### src/rtl/tss_pkg.sv
// Shared types and constants of the triangle sweep sequencer.
// No dependencies.
package tss_pkg;

  localparam int CHAN_BITS    = 4;
  localparam int MODE_BITS    = 2;
  localparam int ACT_BITS     = 2;
  localparam int CFG_IDX_BITS = 2;
  localparam int RES_DEPTH    = 8;
  localparam int RES_PER_ITEM = 3;

  typedef enum logic [ACT_BITS-1:0] {
    ACT_WRITE  = 2'd0,
    ACT_READ   = 2'd1,
    ACT_UPDATE = 2'd2,
    ACT_FLUSH  = 2'd3
  } action_t;

  typedef enum logic [MODE_BITS-1:0] {
    MODE_NORMAL = 2'd0,
    MODE_HIGH   = 2'd1,
    MODE_HIGHER = 2'd2
  } mode_t;

  localparam logic [CFG_IDX_BITS-1:0] REG_LOWER_BOUND = 2'd0;
  localparam logic [CFG_IDX_BITS-1:0] REG_UPPER_BOUND = 2'd1;
  localparam logic [CFG_IDX_BITS-1:0] REG_STEP_SIZE   = 2'd2;
  localparam logic [CFG_IDX_BITS-1:0] REG_MOVE_DELAY  = 2'd3;

  localparam logic [0:0] REQ_TICK  = 1'b0;
  localparam logic [0:0] REQ_START = 1'b1;

  typedef struct packed {
    logic [1:0] cnt;
  } push_ctl_t;

endpackage

### src/rtl/tss_result_fifo.sv
// Result queue: takes up to three entries per cycle, hands out one per transfer.
// Depends on tss_pkg. DEPTH must be a power of two, at least four.
module tss_result_fifo #(
  parameter int WIDTH = 33,
  parameter int DEPTH = 8
) (
  input  logic                clk,
  input  logic                rst_n,
  input  tss_pkg::push_ctl_t  push_ctl,
  input  logic [WIDTH-1:0]    push_data [tss_pkg::RES_PER_ITEM],
  output logic                room,
  output logic                pop_valid,
  input  logic                pop_ready,
  output logic [WIDTH-1:0]    pop_data
);

  localparam int PTR_BITS = $clog2(DEPTH);
  localparam int CNT_BITS = $clog2(DEPTH + 1);

  logic [WIDTH-1:0]    mem_r [DEPTH];
  logic [PTR_BITS-1:0] wptr_r, wptr_nxt;
  logic [PTR_BITS-1:0] rptr_r, rptr_nxt;
  logic [CNT_BITS-1:0] cnt_r, cnt_nxt;
  logic                pop;

  assign pop       = pop_valid && pop_ready;
  assign pop_valid = (cnt_r != '0);
  assign pop_data  = mem_r[rptr_r];
  assign room      = (cnt_r <= CNT_BITS'(DEPTH - tss_pkg::RES_PER_ITEM));

  always_comb begin
    wptr_nxt = wptr_r + PTR_BITS'(push_ctl.cnt);
    rptr_nxt = pop ? rptr_r + PTR_BITS'(1) : rptr_r;
    cnt_nxt  = cnt_r + CNT_BITS'(push_ctl.cnt) - CNT_BITS'(pop);
  end

  always_ff @(posedge clk) begin
    if (!rst_n) begin
      wptr_r <= '0;
      rptr_r <= '0;
      cnt_r  <= '0;
    end else begin
      wptr_r <= wptr_nxt;
      rptr_r <= rptr_nxt;
      cnt_r  <= cnt_nxt;
    end
  end

  always_ff @(posedge clk) begin
    for (int k = 0; k < tss_pkg::RES_PER_ITEM; k++) begin
      if (k < int'(push_ctl.cnt)) begin
        mem_r[wptr_r + PTR_BITS'(k)] <= push_data[k];
      end
    end
  end

endmodule

### src/rtl/triangle_sweep_sequencer.sv
// Triangle sweep sequencer: start and tick items in, DAC writes and markers out.
// Depends on tss_pkg and tss_result_fifo.
//
//  channel | ports                         | transfer when
//  in      | in_valid/in_ready, in_*       | in_valid && in_ready
//  out     | out_valid/out_ready, out_*    | out_valid && out_ready
//  cfg     | cfg_valid/cfg_ready, cfg_*    | cfg_valid && cfg_ready
//
// One item is taken per cycle while the result queue has room for three
// results; the queue drains one result per cycle while out_ready is high.
// The sweep state updates in the cycle the item transfers; results are registered
// in the result queue before they appear on out_*.
// Synchronous active-low reset clears the sweep state, registers and queue.
// cfg_ready is always high.
module triangle_sweep_sequencer #(
  parameter int VALUE_BITS = 24,
  parameter int DELAY_BITS = 24,
  parameter int STEP_BITS  = 16,
  localparam int CFG_BITS  = (VALUE_BITS > DELAY_BITS)
                             ? ((VALUE_BITS > STEP_BITS) ? VALUE_BITS : STEP_BITS)
                             : ((DELAY_BITS > STEP_BITS) ? DELAY_BITS : STEP_BITS)
) (
  input  logic                              clk,
  input  logic                              rst_n,
  input  logic                              in_valid,
  output logic                              in_ready,
  input  logic                              in_req_type,
  input  logic                              in_read_forward,
  input  logic                              in_read_backward,
  input  logic                              in_high_res,
  input  logic                              in_higher_res,
  input  logic [tss_pkg::CHAN_BITS-1:0]     in_channel_sel,
  output logic                              out_valid,
  input  logic                              out_ready,
  output logic [tss_pkg::ACT_BITS-1:0]      out_action,
  output logic [VALUE_BITS-1:0]             out_value,
  output logic [tss_pkg::CHAN_BITS-1:0]     out_channel,
  output logic [tss_pkg::MODE_BITS-1:0]     out_res_mode,
  output logic                              out_last,
  input  logic                              cfg_valid,
  output logic                              cfg_ready,
  input  logic [tss_pkg::CFG_IDX_BITS-1:0]  cfg_index,
  input  logic [CFG_BITS-1:0]               cfg_data
);

  localparam int ENTRY_BITS = tss_pkg::ACT_BITS + VALUE_BITS + tss_pkg::CHAN_BITS
                              + tss_pkg::MODE_BITS + 1;
  localparam int SUM_BITS   = ((VALUE_BITS > STEP_BITS) ? VALUE_BITS : STEP_BITS) + 1;

  typedef enum logic [1:0] {
    PH_IDLE,
    PH_UP,
    PH_TURN,
    PH_DOWN
  } phase_t;

  logic [VALUE_BITS-1:0] lower_r, upper_r;
  logic [STEP_BITS-1:0]  step_r;
  logic [DELAY_BITS-1:0] delay_r;

  phase_t                          phase_r, phase_nxt;
  logic [VALUE_BITS-1:0]           cv_r, cv_nxt;
  logic [DELAY_BITS-1:0]           wait_r, wait_nxt;
  logic [STEP_BITS-1:0]            sub_r, sub_nxt;
  logic [1:0]                      flags_r, flags_nxt;
  logic [tss_pkg::MODE_BITS-1:0]   mode_r, mode_nxt;
  logic [tss_pkg::CHAN_BITS-1:0]   chan_r, chan_nxt;

  logic                  accept;
  logic                  paced;
  logic [VALUE_BITS-1:0] cv_step;
  logic [STEP_BITS-1:0]  sub_inc;
  logic                  full;
  logic                  fits_start, fits_up;
  logic                  room;

  tss_pkg::action_t      act [tss_pkg::RES_PER_ITEM];
  logic [VALUE_BITS-1:0] val [tss_pkg::RES_PER_ITEM];
  tss_pkg::push_ctl_t    push_ctl;
  logic [ENTRY_BITS-1:0] push_data [tss_pkg::RES_PER_ITEM];
  logic [ENTRY_BITS-1:0] pop_data;

  assign cfg_ready = 1'b1;
  assign in_ready  = room;
  assign accept    = in_valid && in_ready;

  assign paced   = (wait_r >= delay_r);
  assign cv_step = (phase_r == PH_UP) ? cv_r + VALUE_BITS'(1) : cv_r - VALUE_BITS'(1);
  assign sub_inc = sub_r + STEP_BITS'(1);
  assign full    = (sub_inc >= step_r);

  assign fits_start = (step_r != '0) &&
                      (SUM_BITS'(lower_r) + SUM_BITS'(step_r) <= SUM_BITS'(upper_r));
  assign fits_up    = (step_r != '0) &&
                      (SUM_BITS'(cv_step) + SUM_BITS'(step_r) <= SUM_BITS'(upper_r));

  always_comb begin
    phase_nxt    = phase_r;
    cv_nxt       = cv_r;
    wait_nxt     = wait_r;
    sub_nxt      = sub_r;
    flags_nxt    = flags_r;
    mode_nxt     = mode_r;
    chan_nxt     = chan_r;
    push_ctl.cnt = 2'd0;
    for (int k = 0; k < tss_pkg::RES_PER_ITEM; k++) begin
      act[k] = tss_pkg::ACT_WRITE;
      val[k] = cv_r;
    end

    if (accept) begin
      if (in_req_type == tss_pkg::REQ_START) begin
        flags_nxt    = {in_read_backward, in_read_forward};
        mode_nxt     = in_higher_res ? tss_pkg::MODE_HIGHER
                     : (in_high_res ? tss_pkg::MODE_HIGH : tss_pkg::MODE_NORMAL);
        chan_nxt     = in_channel_sel;
        cv_nxt       = lower_r;
        wait_nxt     = '0;
        sub_nxt      = '0;
        val[0]       = lower_r;
        val[1]       = lower_r;
        act[1]       = in_read_forward ? tss_pkg::ACT_READ : tss_pkg::ACT_UPDATE;
        push_ctl.cnt = 2'd2;
        phase_nxt    = fits_start ? PH_UP : PH_TURN;
      end else begin
        case (phase_r)
          PH_UP, PH_DOWN: begin
            if (!paced) begin
              wait_nxt = wait_r + DELAY_BITS'(1);
            end else begin
              wait_nxt     = '0;
              cv_nxt       = cv_step;
              sub_nxt      = sub_inc;
              val[0]       = cv_step;
              val[1]       = cv_step;
              val[2]       = cv_step;
              push_ctl.cnt = 2'd1;
              if (full) begin
                sub_nxt      = '0;
                push_ctl.cnt = 2'd2;
                if (phase_r == PH_UP) begin
                  act[1] = flags_r[0] ? tss_pkg::ACT_READ : tss_pkg::ACT_UPDATE;
                  if (!fits_up) begin
                    phase_nxt = PH_TURN;
                  end
                end else begin
                  act[1] = flags_r[1] ? tss_pkg::ACT_READ : tss_pkg::ACT_UPDATE;
                  if (cv_step <= lower_r) begin
                    act[2]       = tss_pkg::ACT_FLUSH;
                    push_ctl.cnt = 2'd3;
                    phase_nxt    = PH_IDLE;
                  end
                end
              end
            end
          end
          PH_TURN: begin
            if (!paced) begin
              wait_nxt = wait_r + DELAY_BITS'(1);
            end else begin
              wait_nxt     = '0;
              sub_nxt      = '0;
              act[1]       = flags_r[1] ? tss_pkg::ACT_READ : tss_pkg::ACT_UPDATE;
              push_ctl.cnt = 2'd2;
              if ((step_r != '0) && (cv_r > lower_r)) begin
                phase_nxt = PH_DOWN;
              end else begin
                act[2]       = tss_pkg::ACT_FLUSH;
                push_ctl.cnt = 2'd3;
                phase_nxt    = PH_IDLE;
              end
            end
          end
          default: begin
          end
        endcase
      end
    end

    for (int k = 0; k < tss_pkg::RES_PER_ITEM; k++) begin
      push_data[k] = {act[k], val[k], chan_nxt, mode_nxt,
                      (k == int'(push_ctl.cnt) - 1)};
    end
  end

  always_ff @(posedge clk) begin
    if (!rst_n) begin
      lower_r <= '0;
      upper_r <= '0;
      step_r  <= '0;
      delay_r <= '0;
    end else if (cfg_valid && cfg_ready) begin
      case (cfg_index)
        tss_pkg::REG_LOWER_BOUND: lower_r <= cfg_data[VALUE_BITS-1:0];
        tss_pkg::REG_UPPER_BOUND: upper_r <= cfg_data[VALUE_BITS-1:0];
        tss_pkg::REG_STEP_SIZE:   step_r  <= cfg_data[STEP_BITS-1:0];
        tss_pkg::REG_MOVE_DELAY:  delay_r <= cfg_data[DELAY_BITS-1:0];
        default: begin
        end
      endcase
    end
  end

  always_ff @(posedge clk) begin
    if (!rst_n) begin
      phase_r <= PH_IDLE;
      cv_r    <= '0;
      wait_r  <= '0;
      sub_r   <= '0;
      flags_r <= '0;
      mode_r  <= '0;
      chan_r  <= '0;
    end else begin
      phase_r <= phase_nxt;
      cv_r    <= cv_nxt;
      wait_r  <= wait_nxt;
      sub_r   <= sub_nxt;
      flags_r <= flags_nxt;
      mode_r  <= mode_nxt;
      chan_r  <= chan_nxt;
    end
  end

  tss_result_fifo #(
    .WIDTH (ENTRY_BITS),
    .DEPTH (tss_pkg::RES_DEPTH)
  ) u_result_fifo (
    .clk       (clk),
    .rst_n     (rst_n),
    .push_ctl  (push_ctl),
    .push_data (push_data),
    .room      (room),
    .pop_valid (out_valid),
    .pop_ready (out_ready),
    .pop_data  (pop_data)
  );

  assign {out_action, out_value, out_channel, out_res_mode, out_last} = pop_data;

endmodule

### config.mk
export PLATFORM = sky130hd
export DESIGN_NAME = triangle_sweep_sequencer
export DESIGN_NICKNAME = d
export VERILOG_FILES = /design/src/rtl/tss_pkg.sv /design/src/rtl/tss_result_fifo.sv /design/src/rtl/triangle_sweep_sequencer.sv
export SDC_FILE = /design/constraint.sdc
export NUM_CORES = 1
export LEC_CHECK = 0
export BUFFER_PORTS_ARGS = -buffer_cell sky130_fd_sc_hd__buf_2
export CAP_MARGIN = 20
export CORE_ASPECT_RATIO = 1.25
export CORE_MARGIN = 2
export CORE_UTILIZATION = 50
export DETAILED_ROUTE_END_ITERATION = 8
export PLACE_DENSITY = 0.67
export SYNTH_ARGS = -nofsm -noshare
export SYNTH_HDL_FRONTEND = slang
export SYNTH_SLANG_ARGS = --single-unit
### constraint.sdc
create_clock -name clk -period 10.9 [get_ports clk]
set_clock_uncertainty 0.1 [all_clocks]
set_input_delay 2.725 -clock clk [delete_from_list [all_inputs] [get_ports clk]]
set_output_delay 2.725 -clock clk [all_outputs]
set_load 0.01 [all_outputs]
# Word-level counts from Yosys, hierarchy flattened
# Memories as Yosys holds them, arrays and structs flattened. A register that Yosys moved wholly into a read port is not among the register bits.
# Index checks and enable logic that the tools add are counted.
word_totals:
  ram_bits: 264
  latch_bits: 0
  out_inout_bits: 36
  mem_count: 1
  inputBits: 40
  romBits: 0
  register_bits: 172
  elab_cells: 139
memory_table:
  columns: ["name", "depth", "word_bits", "read_ports", "rd_clocked_by_memory_dff", "wr", "line", "rtl"]
  rows:
  - ["u_result_fifo.mem_r", 8, 33, 1, 1, 3, "tss_result_fifo.sv:20", "logic [WIDTH-1:0] mem_r [DEPTH];"]
classes:
  n_eq_ne: 13
  addsub: 13
  n_bitwise: 0
  mux: 64
  n_mul: 0
  order_cmp: 10
  shifts: 0
  div: 0
  reduce_logical: 24
ops:
  columns: ["operator", "count"]
  rows:
  - ["$mux 72", 3]
  - ["$mux 24", 8]
  - ["$mux 16", 4]
  - ["$mux 2", 27]
  - ["$add 24x16->25", 2]
  - ["$le 25x24->1", 2]
  - ["$add 24x1->24 const B", 2]
  - ["$mux 48", 1]
  - ["$logic_not 32->1", 1]
  - ["$pmux 16 s2", 1]
  - ["$ge 24x24->1", 1]
  - ["$gt 24x24->1", 1]
  - ["$le 24x24->1", 1]
  - ["$mux 4", 6]
  - ["$sub 24x1->24 const B", 1]
  - ["$add 16x1->16 const B", 1]
  - ["$ge 16x16->1", 1]
  - ["$reduce_bool 16->1", 1]
  - ["$reduce_and 2->1", 6]
  - ["$mux 1", 9]
  - ["$ne 3x3->1 const B", 3]
  - ["$eq 2x2->1 const B", 4]
  - ["$ne 4x4->1 const B", 2]
  - ["$pmux 2 s2", 2]
  - ["other kinds (24)", 34]

# Logic depth before layout (Yosys ltp)
# Gate-level depths: netlist of the first run.
logic_depth:
  word_depth: 13
  mapped_depth: 28
  mapped_depth_nobuf: 28

# Modules after synthesis
# A second synthesis of the first run with hierarchy kept.
unflattened:
  hier_cells: 3620
  area_unflattened_um2: 31599.1
modules_own_cells:
  columns: ["mod", "n_inst", "cells_per_inst", "area_each_um2", "seq_area_each_um2"]
  rows:
  - ["tss_result_fifo", 1, 1931, 18465.2, 8187.9]
  - ["triangle_sweep_sequencer", 1, 1689, 13133.8, 3243.1]

# Worst setup path after synthesis of the first run
# No wires, ideal clock.
synth_timing:
  path_type: "register to register"
  from: "reg phase_r[1]"
  to: "mem u_result_fifo.mem_r[2][0], enable pin"
  setup_slack_ps: 3228
  synth_period_minus_slack_ps: 7672
  path_buffers: 1
  stages_incl_launch_ff: 21
  arrival_ps: 7098
  t_required_ps: 10327
  cell_sequence: "dfxtp_1 > inv_1 > nand2_1 > ha_1 > clkbuf_1 > a21oi_1 > o21ai_1 > mux2i_1 > o41ai_1 > or3_1 > inv_1 > ha_1 > nand4_1 > a21oi_1 > a2111oi_0 > a21oi_1 > nor2_1 > o211ai_1 > a211oi_4 > nor2_1 > o31ai_1"
synth_lines:
  columns: ["element", "line", "rtl"]
  rows:
  - ["from (decl)", "triangle_sweep_sequencer.sv:61", "phase_t phase_r, phase_nxt;"]
  - ["from (signal assigned)", "triangle_sweep_sequencer.sv:214", "phase_r <= phase_nxt;"]
  - ["to (decl)", "tss_result_fifo.sv:20", null]

==> results of run 1 <==
==> critical path: cells and delay by family, from the launching register on <==
kind,cells,cell delay [ns]
simple gates,7,1.53
buf+inv,4,1.11
compound gates,8,2.97
flops,1,0.45
fa+ha+maj,2,0.66
==> state kept, by name, summed over array words and instances, names as in the netlist, named ones only <==
| signal | cells |
|---|---|
| flags_r | 2 |
| u_result_fifo.mem_r | 264 |
| lower_r | 24 |
| wait_r | 24 |
| u_result_fifo.rptr_r | 3 |
| sub_r | 16 |
| upper_r | 24 |
| delay_r | 24 |
| mode_r | 2 |
| chan_r | 4 |
| step_r | 16 |
| u_result_fifo.cnt_r | 4 |
| phase_r | 2 |
| u_result_fifo.wptr_r | 3 |
| cv_r | 24 |
==> through the flow <==
step	std cells	total power [uW]
after global placement	3063	4314
final	3147	5940
after detailed placement	3063	4392
after floorplan	2435	3775
after global routing	3147	6284
after CTS	3142	5948
==> area by class of cell <==
type / count / area (um^2) / area share (%)
clock inverter: 22 / 262.8 / 0.9433
multi-input combinational: 1755 / 13060 / 46.88
inverter: 118 / 442.9 / 1.590
clock buffer: 57 / 1220 / 4.380
tap: 658 / 823.3 / 2.956
sequential: 439 / 11440 / 41.06
timing repair buffer: 98 / 609.3 / 2.188
==> cells by family (layout without fill, tap and decap cells) <==
| kind of cell | count (synthesis) | after routing | share of synthesized area (%) |
|---|---|---|---|
| simple gates | 679 | 679 | 12.35 |
| compound gates | 658 | 658 | 17.13 |
| flops | 439 | 439 | 45.17 |
| buf+inv | 241 | 295 | 3.654 |
| fa+ha+maj | 210 | 210 | 10.53 |
| mux | 109 | 109 | 7.762 |
| xor+xnor | 98 | 98 | 3.392 |
| other cells | 1 | 1 | 0.01482 |
==> synthesized netlist by cell type (7+ instances only) <==
master	instances	area [um^2]
ha_1	205	2565
o221ai_1	7	61.31
buf_1	33	123.9
a21oi_2	8	70.07
nand3_1	66	330.3
nor3_1	34	170.2
mux4_2	66	1486
nand2b_1	12	75.07
edfxtp_1	264	7928
a21oi_1	221	1106
and2_1	38	237.7
or3_1	11	68.82
a22oi_1	9	67.56
o22a_1	88	770.7
o21ai_0	115	575.6
dfxtp_1	175	3503
o21a_1	18	135.1
o31ai_1	16	120.1
a21o_1	45	337.8
xnor2_1	57	499.2
nor2_1	123	461.7
a211oi_1	17	127.6
nand4_1	29	181.4
and3_1	19	118.9
xor2_1	41	359.1
nand2_1	293	1100
nor4_1	11	68.82
inv_1	115	431.7
clkbuf_1	83	311.6
o22ai_1	26	162.7
mux2_2	38	427.9
o211ai_1	17	127.6
nor2b_1	15	93.84
==> worst paths after layout <==
kind | from | to | slack, ns | cells past startpoint
hold / removal | delay_r[9]$_SDFFE_PN0P_ | delay_r[9]$_SDFFE_PN0P_ | 0.36 | 2
hold reg to reg | delay_r[9]$_SDFFE_PN0P_ | delay_r[9]$_SDFFE_PN0P_ | 0.36 | 2
setup / recovery | phase_r[1]$_SDFFE_PN0P_ | u_result_fifo.mem_r[7][17]$_DFFE_PP_ | 3.68 | 21
setup reg to reg | phase_r[1]$_SDFFE_PN0P_ | u_result_fifo.mem_r[7][17]$_DFFE_PP_ | 3.68 | 21
==> placed cells by master (no fill, tap or decap), types with 7 or more instances in the layout <==
cell type	n
clkbuf_8	7
mux4_2	66
nor4_1	11
o211ai_1	17
nand2_1	293
o31ai_1	12
a22oi_1	9
mux2_2	38
buf_4	19
nand4_1	29
inv_1	115
nor2b_1	15
a21oi_1	220
ha_1	205
dfxtp_1	172
buf_2	74
o22ai_1	26
or3_1	11
o22a_1	88
o21a_1	18
clkbuf_16	44
edfxtp_1	264
o21ai_0	115
xnor2_1	57
and3_1	19
nor2_1	123
nor3_1	34
nand3_1	65
a21oi_2	8
xor2_1	41
and2_1	38
a21o_1	45
nand2b_1	12
a211oi_1	17
==> layer usage <==
metal / track usage (%) / share of wire, %
met1: 32.46 / 41
met5: 0 / 0
met2: 44.44 / 50
met3: 3.005 / 4.9
met4: 9.153 / 3.7
==> report_power, final <==
part	switching, uW	internal, uW
sequential	108	1940
clock	660	892
combinational	1340	1000
==> metrics.md, run 1 <==
| Metric | Value |
|---|---|
| Max-cap violations | `0` |
| Die width | `205.2 um` |
| Number of diodes | `0` |
| Seq/Total Area, Yosys | `a little under half` |
| Fin. Hold Viols | `0` |
| Syn nets | `approximately 2700` |
| Post CTS Setup Buffer Count | `0` |
| Min Hold Slack | `between 0.3 and 0.4 ns` |
| Via density per instance | `6.080` |
| Main synth FF type | `edfxtp_1` |
| Critical Path Max Stage Delay | `~0.89 ns` |
| First-pass GRT wire length | `between 100000 and 150000 um` |
| Setup tns final | `0 ns` |
| Initial antenna violation count | `0` |
| Final Net Count | `2705` |
| Post-DP HPWL | `47660 um` |
| Synthesis warning total | `0` |
| CP Launch Type | `flip-flop` |
| Core box area | `50190 um^2` |
| Final core utilization | `a little under three fifths` |
| Share of cells above drive strength 1 | `12.58%` |
| Crit-path slowest cell | `o31ai_4` |
| Gr ovfl total | `0` |
| Vert. Die Dim | `roughly 260 um` |
| Post-route cell area | `between 20000 and 30000 um^2` |
| Synth Area per Inst | `about 10 um^2` |
| P per Cell Area | `~210 nW/um^2` |
| I/O pins | `between 70 and 80` |
| Rel. slew slack | `a little under a quarter` |
| Pins over their slew limit | `0` |
| Crit end category | `flip-flop` |
| Routed wire length | `between 60000 and 70000 um` |
| Pleak | `around 0.010 uW` |
| Post-route DRC | `0` |
| Initial Util | `~50%` |
| Status | `finished clean` |
| Setup ws final | `about 3.7 ns` |
| Die ar. | `~52000 um^2` |
| H-tree lvl count | `2` |
| Worst hold path type | `reg2reg` |
| FILL cells | `roughly 4400` |
| Dpl ws | `3.703 ns` |
| Worst-path clk slew | `roughly 0.070 ns` |
| Total GRT Usage | `about 25%` |
| Clk sinks | `around 440` |
| #FFs+latches synth | `between 400 and 500` |
| Syn Inst Count | `roughly 2400` |
| Critical Path, Cell by Cell | `inv_1 -> nand2_1 -> buf_4 -> ha_1 -> a21o_1 -> a2111oi_0 -> nor2_1 -> and4_1 -> or3_4 -> inv_1 -> ha_1 -> nand4_1 -> a21oi_1 -> a2111oi_0 -> a21oi_1 -> nor2_1 -> o211ai_1 -> a211oi_4 -> nor2_1 -> o31ai_4 -> buf_4` |
| RSZ-0062 raised after global routing | `false` |
| Largest net degree at the start of global routing | `around 120` |
| Clock network latency to the later pin of the worst-skew pair | `just under 0.6 ns` |
| Synth-to-Final Area Change | `10.07%` |
| Routed Antenna Nets | `0` |
| Worst path most repeated cell | `nor2_1` |
| Period utilization | `approximately 66%` |
| Worst EP arrival | `approximately 7.4 ns` |
| Via count | `approximately 19000` |
| Clk root buf | `clkbuf_16` |
| CP required | `approximately 11 ns` |
| Post-synth EDFFs | `264` |
| FP Rows | `92` |
| Crit Path Category | `reg2reg` |
| Vias in the first global route | `18814` |
| Fmax | `about 140 MHz` |
| Placed inst area | `around 26000 um^2` |
| CTS tree | `built` |
| Worst slew pin tran | `roughly 1.1 ns` |
| Setup-failing EPs final | `0` |
| CP Max Fanout | `28` |
| GP Congestion | `a little over 0.9` |
| Synthesized area | `25310 um^2` |
| Post_cts resized | `0` |
| I/O Buffers | `74` |
| Drt wl/cell | `approximately 21 um` |
| CTS Buf Count | `between 40 and 50` |
| Synth async-reset ratio | `0%` |
| Worst VDD drop | `~140 uV` |
| Drt initial violations | `~1400` |
| Clock buffer depth | `3` |
| Distinct cells, synth | `86` |
| 1st-pass router iterations | `6` |
| Hold_buf cts | `0` |
| Post-layout min period | `between 7 and 8 ns` |
No activity file was read; power rests on OpenSTA's default activity.
==> run 2: changes to the inputs <==
--- a/config.mk
+++ b/config.mk
@@ -11,7 +11,7 @@
 export CORE_MARGIN = 2
 export CORE_UTILIZATION = 50
 export DETAILED_ROUTE_END_ITERATION = 8
-export PLACE_DENSITY = 0.67
+export PLACE_DENSITY = 0.7
 export SYNTH_ARGS = -nofsm -noshare
 export SYNTH_HDL_FRONTEND = slang
 export SYNTH_SLANG_ARGS = --single-unit
==> constraint.sdc (replaced) <==
create_clock -name clk -period 6.55 [get_ports clk]
set_clock_uncertainty 0.1 [all_clocks]
set_input_delay 1.6375 -clock clk [delete_from_list [all_inputs] [get_ports clk]]
set_output_delay 1.6375 -clock clk [all_outputs]
set_load 0.01 [all_outputs]
==> run 2 against run 1 <==
  * Wire length rose by 4.1%
  * Count of clock-buffer cells in the layout fell by 5
  * Sequential share of layout area is 0.32 points lower
  * Largest power group unchanged
  * Setup slack lost 3.2 ns
  * Final cell count grew 0.67%
  * Power up 69%
  * Fmax increased by 18%
  * Largest cell class unchanged
  * Via count increased by 0.80%
  * Non-clock buffer count grew 19
==> metrics.md, run 2 (synthesized netlist as in run 1, its figures left out) <==
| Metric | Value |
|---|---|
| Setup ws final | `0.4576 ns (was 3.681 ns)` |
| Sequential share of power | `34.1% (was 34.4%)` |
| Switching Power | `3584 uW (was 2109 uW)` |
| Routed Antenna Nets | `0 (unchanged)` |
| Rel. slew slack | `25.33% (was 23.88%)` |
| Max reg flops | `264 (unchanged)` |
| Worst VDD drop | `202.5 uV (was 137.4 uV)` |
| Clk sinks | `439 (unchanged)` |
| Drt wl/cell | `21.89 um (was 21.16 um)` |
| Most common cell after layout, fill and taps aside | `nand2_1 (unchanged)` |
| Period utilization | `93.01% (was 66.23%)` |
| Most frequent cells in the layout | `nand2_1 (292), edfxtp_1 (264), a21oi_1 (220) (was nand2_1 (293), edfxtp_1 (264), a21oi_1 (220))` |
| Clock network latency to the later pin of the worst-skew pair | `0.60 ns (was 0.59 ns)` |
| Sw frac | `35.72% (was 35.50%)` |
| Logic gate share of total power | `39.9% (was 39.5%)` |
| P per Cell Area | `357.5 nW/um^2 (was 213.2 nW/um^2)` |
| Crit end category | `flip-flop (unchanged)` |
| Die ar. | `52440 um^2 (unchanged)` |
| Fmax | `164.1 MHz (was 138.5 MHz)` |
| Clk root buf | `clkbuf_16 (unchanged)` |
| Initial antenna violation count | `1 (was 0)` |
| Min-Delay Startpoint | `delay_r[22]$_SDFFE_PN0P_ (was delay_r[9]$_SDFFE_PN0P_)` |
| I/O Buffers | `74 (unchanged)` |
| I/O pins | `76 (unchanged)` |
| Initial Util | `50.42% (unchanged)` |
| Post-layout min period | `6.092 ns (was 7.219 ns)` |
| Final Net Count | `2724 (was 2705)` |
| 1st-pass router iterations | `6 (unchanged)` |
| Worst Reg-to-Reg Cells | `26 (was 21)` |
| Pins over their slew limit | `0 (unchanged)` |
| Vert. Die Dim | `255.5 um (unchanged)` |
| Via count | `19287 (was 19133)` |
| Final Power | `10030 uW (was 5940 uW)` |
| Setup-failing EPs final | `0 (unchanged)` |
| Internal | `6451 uW (was 3831 uW)` |
| Post-DP HPWL | `50230 um (was 47660 um)` |
| Power share of the clock group | `26.0% (was 26.1%)` |
| Core box area | `50190 um^2 (unchanged)` |
| Setup tns final | `0 ns (unchanged)` |
| Largest net degree at the start of global routing | `106 (was 122)` |
| CP required | `7.00 ns (was 11.04 ns)` |
| Worst slew pin tran | `1.110 ns (was 1.132 ns)` |
| Status | `finished clean (unchanged)` |
| Worst hold endpoint | `delay_r[22]$_SDFFE_PN0P_ (was delay_r[9]$_SDFFE_PN0P_)` |
| CP Max Fanout | `10 (was 28)` |
| Die width | `205.2 um (unchanged)` |
| Crit Path Category | `reg2reg (unchanged)` |
| Max-cap violations | `0 (unchanged)` |
| R2r endpoint | `phase_r[0]$_SDFFE_PN0P_ (was u_result_fifo.mem_r[7][17]$_DFFE_PP_)` |
| Routed wire length | `69340 um (was 66600 um)` |
| Worst-path clk slew | `0.07 ns (about the same)` |
| H-tree lvl count | `2 (unchanged)` |
| RSZ-0062 raised after global routing | `false (unchanged)` |
| FP Rows | `92 (unchanged)` |
| Total GRT Usage | `26.47% (was 25.48%)` |
| Top reg by flops | `u_result_fifo.mem_r (unchanged)` |
| Share of cells above drive strength 1 | `13.47% (was 12.58%)` |
| Worst hold path type | `reg2reg (unchanged)` |
| R2R setup slack | `0.46 ns (was 3.68 ns)` |
| Pleak | `0.01050 uW (was 0.01039 uW)` |
| Gr ovfl total | `0 (unchanged)` |
| Via density per instance | `6.088 (was 6.080)` |
| Startpoint of the worst register-to-register path | `phase_r[1]$_SDFFE_PN0P_ (unchanged)` |
| Worst EP arrival | `6.54 ns (was 7.36 ns)` |
| Vias in the first global route | `19285 (was 18814)` |
| CTS tree | `built (unchanged)` |
| First-pass GRT wire length | `107500 um (was 104600 um)` |
| GP Congestion | `0.9251 (was 0.9346)` |
| Clock buffer depth | `3 (unchanged)` |
| Synth-to-Final Area Change | `10.92% (was 10.07%)` |
| CP Launch Type | `flip-flop (unchanged)` |
| Dpl ws | `0.1790 ns (was 3.703 ns)` |
| Fin. Hold Viols | `0 (unchanged)` |
| Hold depth | `2 (unchanged)` |
| Drt initial violations | `1364 (was 1378)` |
| CTS Buf Count | `43 (unchanged)` |
| Post-route DRC | `0 (unchanged)` |
-- run 2: cell types whose count changed in the layout (fill, tap and decap cells not counted), moves of 2 or more --
cell and change:
buf_16 -2, buf_12 +8, buf_4 +14, clkinv_2 +4
bufinv_16 +2, clkbuf_8 -4
-- run 2: worst max-delay path by stage --
stage / from / endpoint / slack (ns) / depth (start not counted)
2_1_floorplan: phase_r[1]$_SDFFE_PN0P_ / u_result_fifo.mem_r[2][0]$_DFFE_PP_ / -0.13 / 20
3_3_place_gp: phase_r[1]$_SDFFE_PN0P_ / u_result_fifo.mem_r[6][17]$_DFFE_PP_ / 0.14 / 22
3_5_place_dp: phase_r[1]$_SDFFE_PN0P_ / u_result_fifo.mem_r[6][14]$_DFFE_PP_ / 0.18 / 22
4_1_cts: phase_r[1]$_SDFFE_PN0P_ / u_result_fifo.mem_r[6][20]$_DFFE_PP_ / 0.15 / 22
5_1_grt: phase_r[1]$_SDFFE_PN0P_ / u_result_fifo.mem_r[0][11]$_DFFE_PP_ / 0.10 / 22
6_report: phase_r[1]$_SDFFE_PN0P_ / phase_r[0]$_SDFFE_PN0P_ / 0.46 / 26
-- run 2: metrics by stage --
step                      instance area (um^2)  instances  hold WS [ns]  util (%)
after detailed placement                 26540       3085        0.3473     52.88
after global placement                   26540       3085        0.3438     52.88
after floorplan                          25330       2435        0.3363         -
final                                    28070       3168        0.3558     55.93
after CTS                                28030       3165        0.3554     55.85
after global routing                     28070       3168        0.3744     55.93
-- run 2: layer usage --
metal,vias to the layer above,part of all wire [%],global-route usage [%]
met4,0,3.2,8.833
met3,124,5.6,3.438
met5,-,0,0
li1,9144,-,-
met2,620,51,47.05
met1,9399,40,32.99
-- run 2: final cells by class --
cell class / count / area [um^2]
Antenna cell: 1 / 2.502
Clock buffer: 52 / 1141
Clock inverter: 28 / 346.6
Fill cell: 4373 / 22120
Inverter: 118 / 442.9
Multi-Input combinational cell: 1755 / 13080
Sequential cell: 439 / 11440
Tap cell: 658 / 823.3
Timing Repair Buffer: 117 / 798.3
-- run 2: power by group through the flow --
stage | sequential, uW | combinational (uW) | clock [uW]
2_1_floorplan | 3340 | 2940 | 0
3_3_place_gp | 3470 | 3870 | 0
3_5_place_dp | 3480 | 3950 | 0
4_1_cts | 3430 | 3970 | 2650
5_1_grt | 3450 | 4410 | 2750
6_report | 3420 | 4000 | 2610
-- run 2: timing repair --
action	4_1_cts	5_1_grt
hold buffers	0	0
buffers inserted	0	0
endpoints found under the setup margin	0	267
gates resized for setup	0	5
-- run 2: critical path, cell delays in order (launching register included) --
cell and delay [ns]:
dfxtp_1 0.37, inv_1 0.23, nand2_4 0.18, buf_4 0.18, ha_1 0.33, a21o_1 0.26
o31ai_1 0.44, nor2_1 0.13, a21oi_1 0.17, o21bai_1 0.09, xor2_1 0.19, ha_1 0.25
or3_1 0.35, a211oi_1 0.34, o41ai_1 0.16, a21oi_1 0.26, nor2b_1 0.15, o2111ai_1 0.23
xnor2_1 0.17, ha_1 0.28, a21o_1 0.16, a21oi_1 0.15, o21ai_0 0.11, a21oi_1 0.14
o21ai_0 0.17, a41oi_1 0.22, o221a_2 0.21
==> run 3: changes to the inputs <==
--- a/config.mk
+++ b/config.mk
@@ -11,7 +11,9 @@
 export CORE_MARGIN = 2
 export CORE_UTILIZATION = 50
 export DETAILED_ROUTE_END_ITERATION = 8
+export GPL_ROUTABILITY_DRIVEN = 0
 export PLACE_DENSITY = 0.7
 export SYNTH_ARGS = -nofsm -noshare
 export SYNTH_HDL_FRONTEND = slang
+export SYNTH_HIERARCHICAL = 1
 export SYNTH_SLANG_ARGS = --single-unit
==> run 3 against run 2 <==
  * Synthesized cell count grew 49%
  * Flip-flop and latch count is the same
  * Count of clock-buffer cells in the layout grew 4
  * Register-to-register slack lost 0.14 ns
  * Highest routed layer unchanged
==> metrics.md, run 3 <==
| Metric | Value |
|---|---|
| Crit-path slowest cell | `o41a_4 (was o31ai_1)` |
| Worst Reg-to-Reg Cells | `29 (was 26)` |
| Clk sinks | `439 (unchanged)` |
| Clk root buf | `clkbuf_16 (unchanged)` |
| Distinct cells, synth | `93 (was 86)` |
| Crit end category | `flip-flop (unchanged)` |
| Synthesized area | `31600 um^2 (was 25310 um^2)` |
| Crit Path Category | `reg2reg (unchanged)` |
| Synth async-reset ratio | `0% (unchanged)` |
| Via count | `28804 (was 19287)` |
| Max-cap violations | `0 (unchanged)` |
| Top-count cell post-synth | `nand2_1 (unchanged)` |
| Post-synth top area cell | `edfxtp_1 (unchanged)` |
| Worst slew pin tran | `1.157 ns (was 1.110 ns)` |
| Pleak | `0.01193 uW (was 0.01050 uW)` |
| Synth top cells by count | `nand2_1 (532), nor3_1 (290), a31oi_1 (267), edfxtp_1 (264), o21ai_0 (254) (was nand2_1 (293), edfxtp_1 (264), a21oi_1 (221), ha_1 (205), dfxtp_1 (175))` |
| Post-route DRC | `0 (unchanged)` |
| Routed Antenna Nets | `0 (unchanged)` |
| Routed wire length | `100300 um (was 69340 um)` |
| Synth Area per Inst | `8.729 um^2 (was 10.39 um^2)` |
| Hold depth | `2 (unchanged)` |
| Initial antenna violation count | `1 (unchanged)` |
| Clock buffer depth | `3 (unchanged)` |
| Number of diodes | `0 (was 1)` |
| Seq/Total Area, Yosys | `36.18% (was 45.17%)` |
| Synth-to-Final Area Change | `9.170% (was 10.92%)` |
| CP Launch Type | `flip-flop (unchanged)` |
| Pins over their slew limit | `0 (unchanged)` |
| Post-DP HPWL | `63740 um (was 50230 um)` |
| Fmax | `160.5 MHz (was 164.1 MHz)` |
| Fin. Hold Viols | `0 (unchanged)` |
| Rel. slew slack | `22.86% (was 25.33%)` |
| Synthesis warning total | `6 (was 0)` |
| Total GRT Usage | `30.02% (was 26.47%)` |
| Most frequent cells in the layout | `nand2_1 (530), nor3_1 (287), a31oi_1 (267) (was nand2_1 (292), edfxtp_1 (264), a21oi_1 (220))` |
| Post-layout min period | `6.231 ns (was 6.092 ns)` |
| Worst hold path type | `reg2reg (unchanged)` |
| CP Max Fanout | `9 (was 10)` |
| #FFs+latches synth | `439 (unchanged)` |
| Status | `finished clean (unchanged)` |
| Vias in the first global route | `27687 (was 19285)` |
| Final Net Count | `3784 (was 2724)` |
| Drt wl/cell | `22.74 um (was 21.89 um)` |
| Largest cells by area after synthesis | `edfxtp_1 (25%), dfxtp_1 (11%), ha_1 (8.1%) (was edfxtp_1 (31%), dfxtp_1 (14%), ha_1 (10%))` |
| Gr ovfl total | `0 (unchanged)` |
| Die ar. | `65240 um^2 (was 52440 um^2)` |
| Top reg by flops | `u_result_fifo/mem_r (was u_result_fifo.mem_r)` |
| Setup-failing EPs final | `0 (unchanged)` |
| I/O Buffers | `74 (unchanged)` |
| CTS Buf Count | `47 (was 43)` |
| Placed insts | `4318 (was 3085)` |
| Max reg flops | `264 (unchanged)` |
| Worst-path clk slew | `0.07 ns (about the same)` |
| Critical Path Max Stage Delay | `0.50 ns (was 0.44 ns)` |
| Share of cells above drive strength 1 | `12.43% (was 13.47%)` |
| Period utilization | `95.12% (was 93.01%)` |
| FP Rows | `103 (was 92)` |
| P per Cell Area | `300.1 nW/um^2 (was 357.5 nW/um^2)` |
| Vert. Die Dim | `285.1 um (was 255.5 um)` |
| Core box area | `62890 um^2 (was 50190 um^2)` |
| CP required | `6.95 ns (was 7.00 ns)` |
| Worst path most repeated cell | `a21oi_1 (unchanged)` |
| Main synth FF type | `edfxtp_1 (unchanged)` |
| Most common cell after layout, fill and taps aside | `nand2_1 (unchanged)` |
| Die width | `228.9 um (was 205.2 um)` |
| Layout Cells excl Fill | `4413 (was 3168)` |
| 1st-pass router iterations | `9 (was 6)` |
| Largest net degree at the start of global routing | `96 (was 106)` |
| Initial Util | `50.24% (was 50.42%)` |
| Via density per instance | `6.527 (was 6.088)` |
| Drt initial violations | `3404 (was 1364)` |
| Setup tns final | `0 ns (unchanged)` |
| Clock network latency to the later pin of the worst-skew pair | `0.62 ns (was 0.60 ns)` |
| RSZ-0062 raised after global routing | `true (was false)` |
| I/O pins | `76 (unchanged)` |
| Worst EP arrival | `6.63 ns (was 6.54 ns)` |
| CTS tree | `built (unchanged)` |
| Syn Inst Count | `3620 (was 2435)` |
| Yosys top cell area share | `25.09% (was 31.33%)` |
| H-tree lvl count | `2 (unchanged)` |
| Post-synth EDFFs | `264 (unchanged)` |
| Worst VDD drop | `212.7 uV (was 202.5 uV)` |
| First-pass GRT wire length | `155800 um (was 107500 um)` |
==> run 3: cell count changes after synthesis, moves of 22 or more <==
cell	delta
and4_1	+33
o21ai_0	+139
nand3_1	-22
buf_2	+41
o22a_1	-86
buf_4	+22
clkbuf_1	+148
nand2_1	+239
a31oi_1	+261
nor3_1	+256
o21ai_1	+75
and4b_1	+66
a21oi_1	-31
==> run 3: cell type report <==
class | count | area, um^2
Fill cell | 5785 | 28390
Multi-Input combinational cell | 2726 | 18540
Inverter | 131 | 491.7
Clock inverter | 31 | 357.8
Timing Repair Buffer | 190 | 1384
Sequential cell | 439 | 11440
Tap cell | 840 | 1051
Clock buffer | 56 | 1230
==> run 3: worst paths after layout <==
| check | to | from | slack, ns |
|---|---|---|---|
| max | phase_r[1]$_SDFFE_PN0P_ | phase_r[1]$_SDFFE_PN0P_ | 0.32 |
| max reg2reg | phase_r[1]$_SDFFE_PN0P_ | phase_r[1]$_SDFFE_PN0P_ | 0.32 |
| min reg2reg | upper_r[19]$_SDFFE_PN0P_ | upper_r[19]$_SDFFE_PN0P_ | 0.35 |
| min | upper_r[19]$_SDFFE_PN0P_ | upper_r[19]$_SDFFE_PN0P_ | 0.35 |
==> run 3: repair_timing <==
item / CTS / global route
hold buffers: 0 / 0
setup buffers: 0 / 5
gates resized for setup: 1 / 9
pin swaps: 0 / 2
setup endpoints to repair: 1 / 160
==> run 3: metal layers <==
| metal | wire length (um) | global-route usage, % | vias up | part of all wire, % |
|---|---|---|---|---|
| met5 | 0 | 0 | - | 0 |
| li1 | - | - | 13283 | - |
| met3 | 8651 | 4.780 | 379 | 8.6 |
| met2 | 48300 | 50.64 | 1531 | 48 |
| met1 | 37930 | 36.98 | 13611 | 38 |
| met4 | 5459 | 16.12 | 0 | 5.4 |
==> run 3: logic make-up after synthesis <==
kind of cell,Yosys count,share of synthesized area [%]
AOI/OAI and AO/OA,983,18.83
xor gates and xnor gates,98,2.764
adders and majority gates,210,8.426
muxes,125,6.791
and+or+nand+nor,1293,20.95
DFF,439,36.18
other,2,0.02377
buffers and inverters,470,6.046
==> run 3: per-stage QoR <==
step	area (um^2)	worst slack [ns]	hold WS (ns)	utilization, %	power (uW)
after floorplan	31670	-0.6998	0.3363	-	6240
after CTS	34400	0.1183	0.3542	54.70	10290
after global placement	32760	0.1033	0.3422	52.10	7427
after detailed placement	32810	-0.02942	0.3463	52.17	7489
final	34500	0.3194	0.3527	54.85	10350
after global routing	34500	-0.05481	0.3762	54.85	10880
==> run 3: critical path: cells and delay by family, from the launching register on <==
family,cells,cell delay (ns)
buffers and inverters,1,0.10
AO/OA/AOI/OAI,16,3.20
flip-flops,1,0.32
XOR/XNOR,2,0.25
AND/OR/NAND/NOR,7,1.05
adder cells (fa/ha/maj),3,1.11
==> run 3: report_power, final <==
part / switching, uW / internal [uW]
Combinational: 2550 / 1720
Clock: 1190 / 1620
Sequential: 147 / 3130
Total: 3880 / 6470
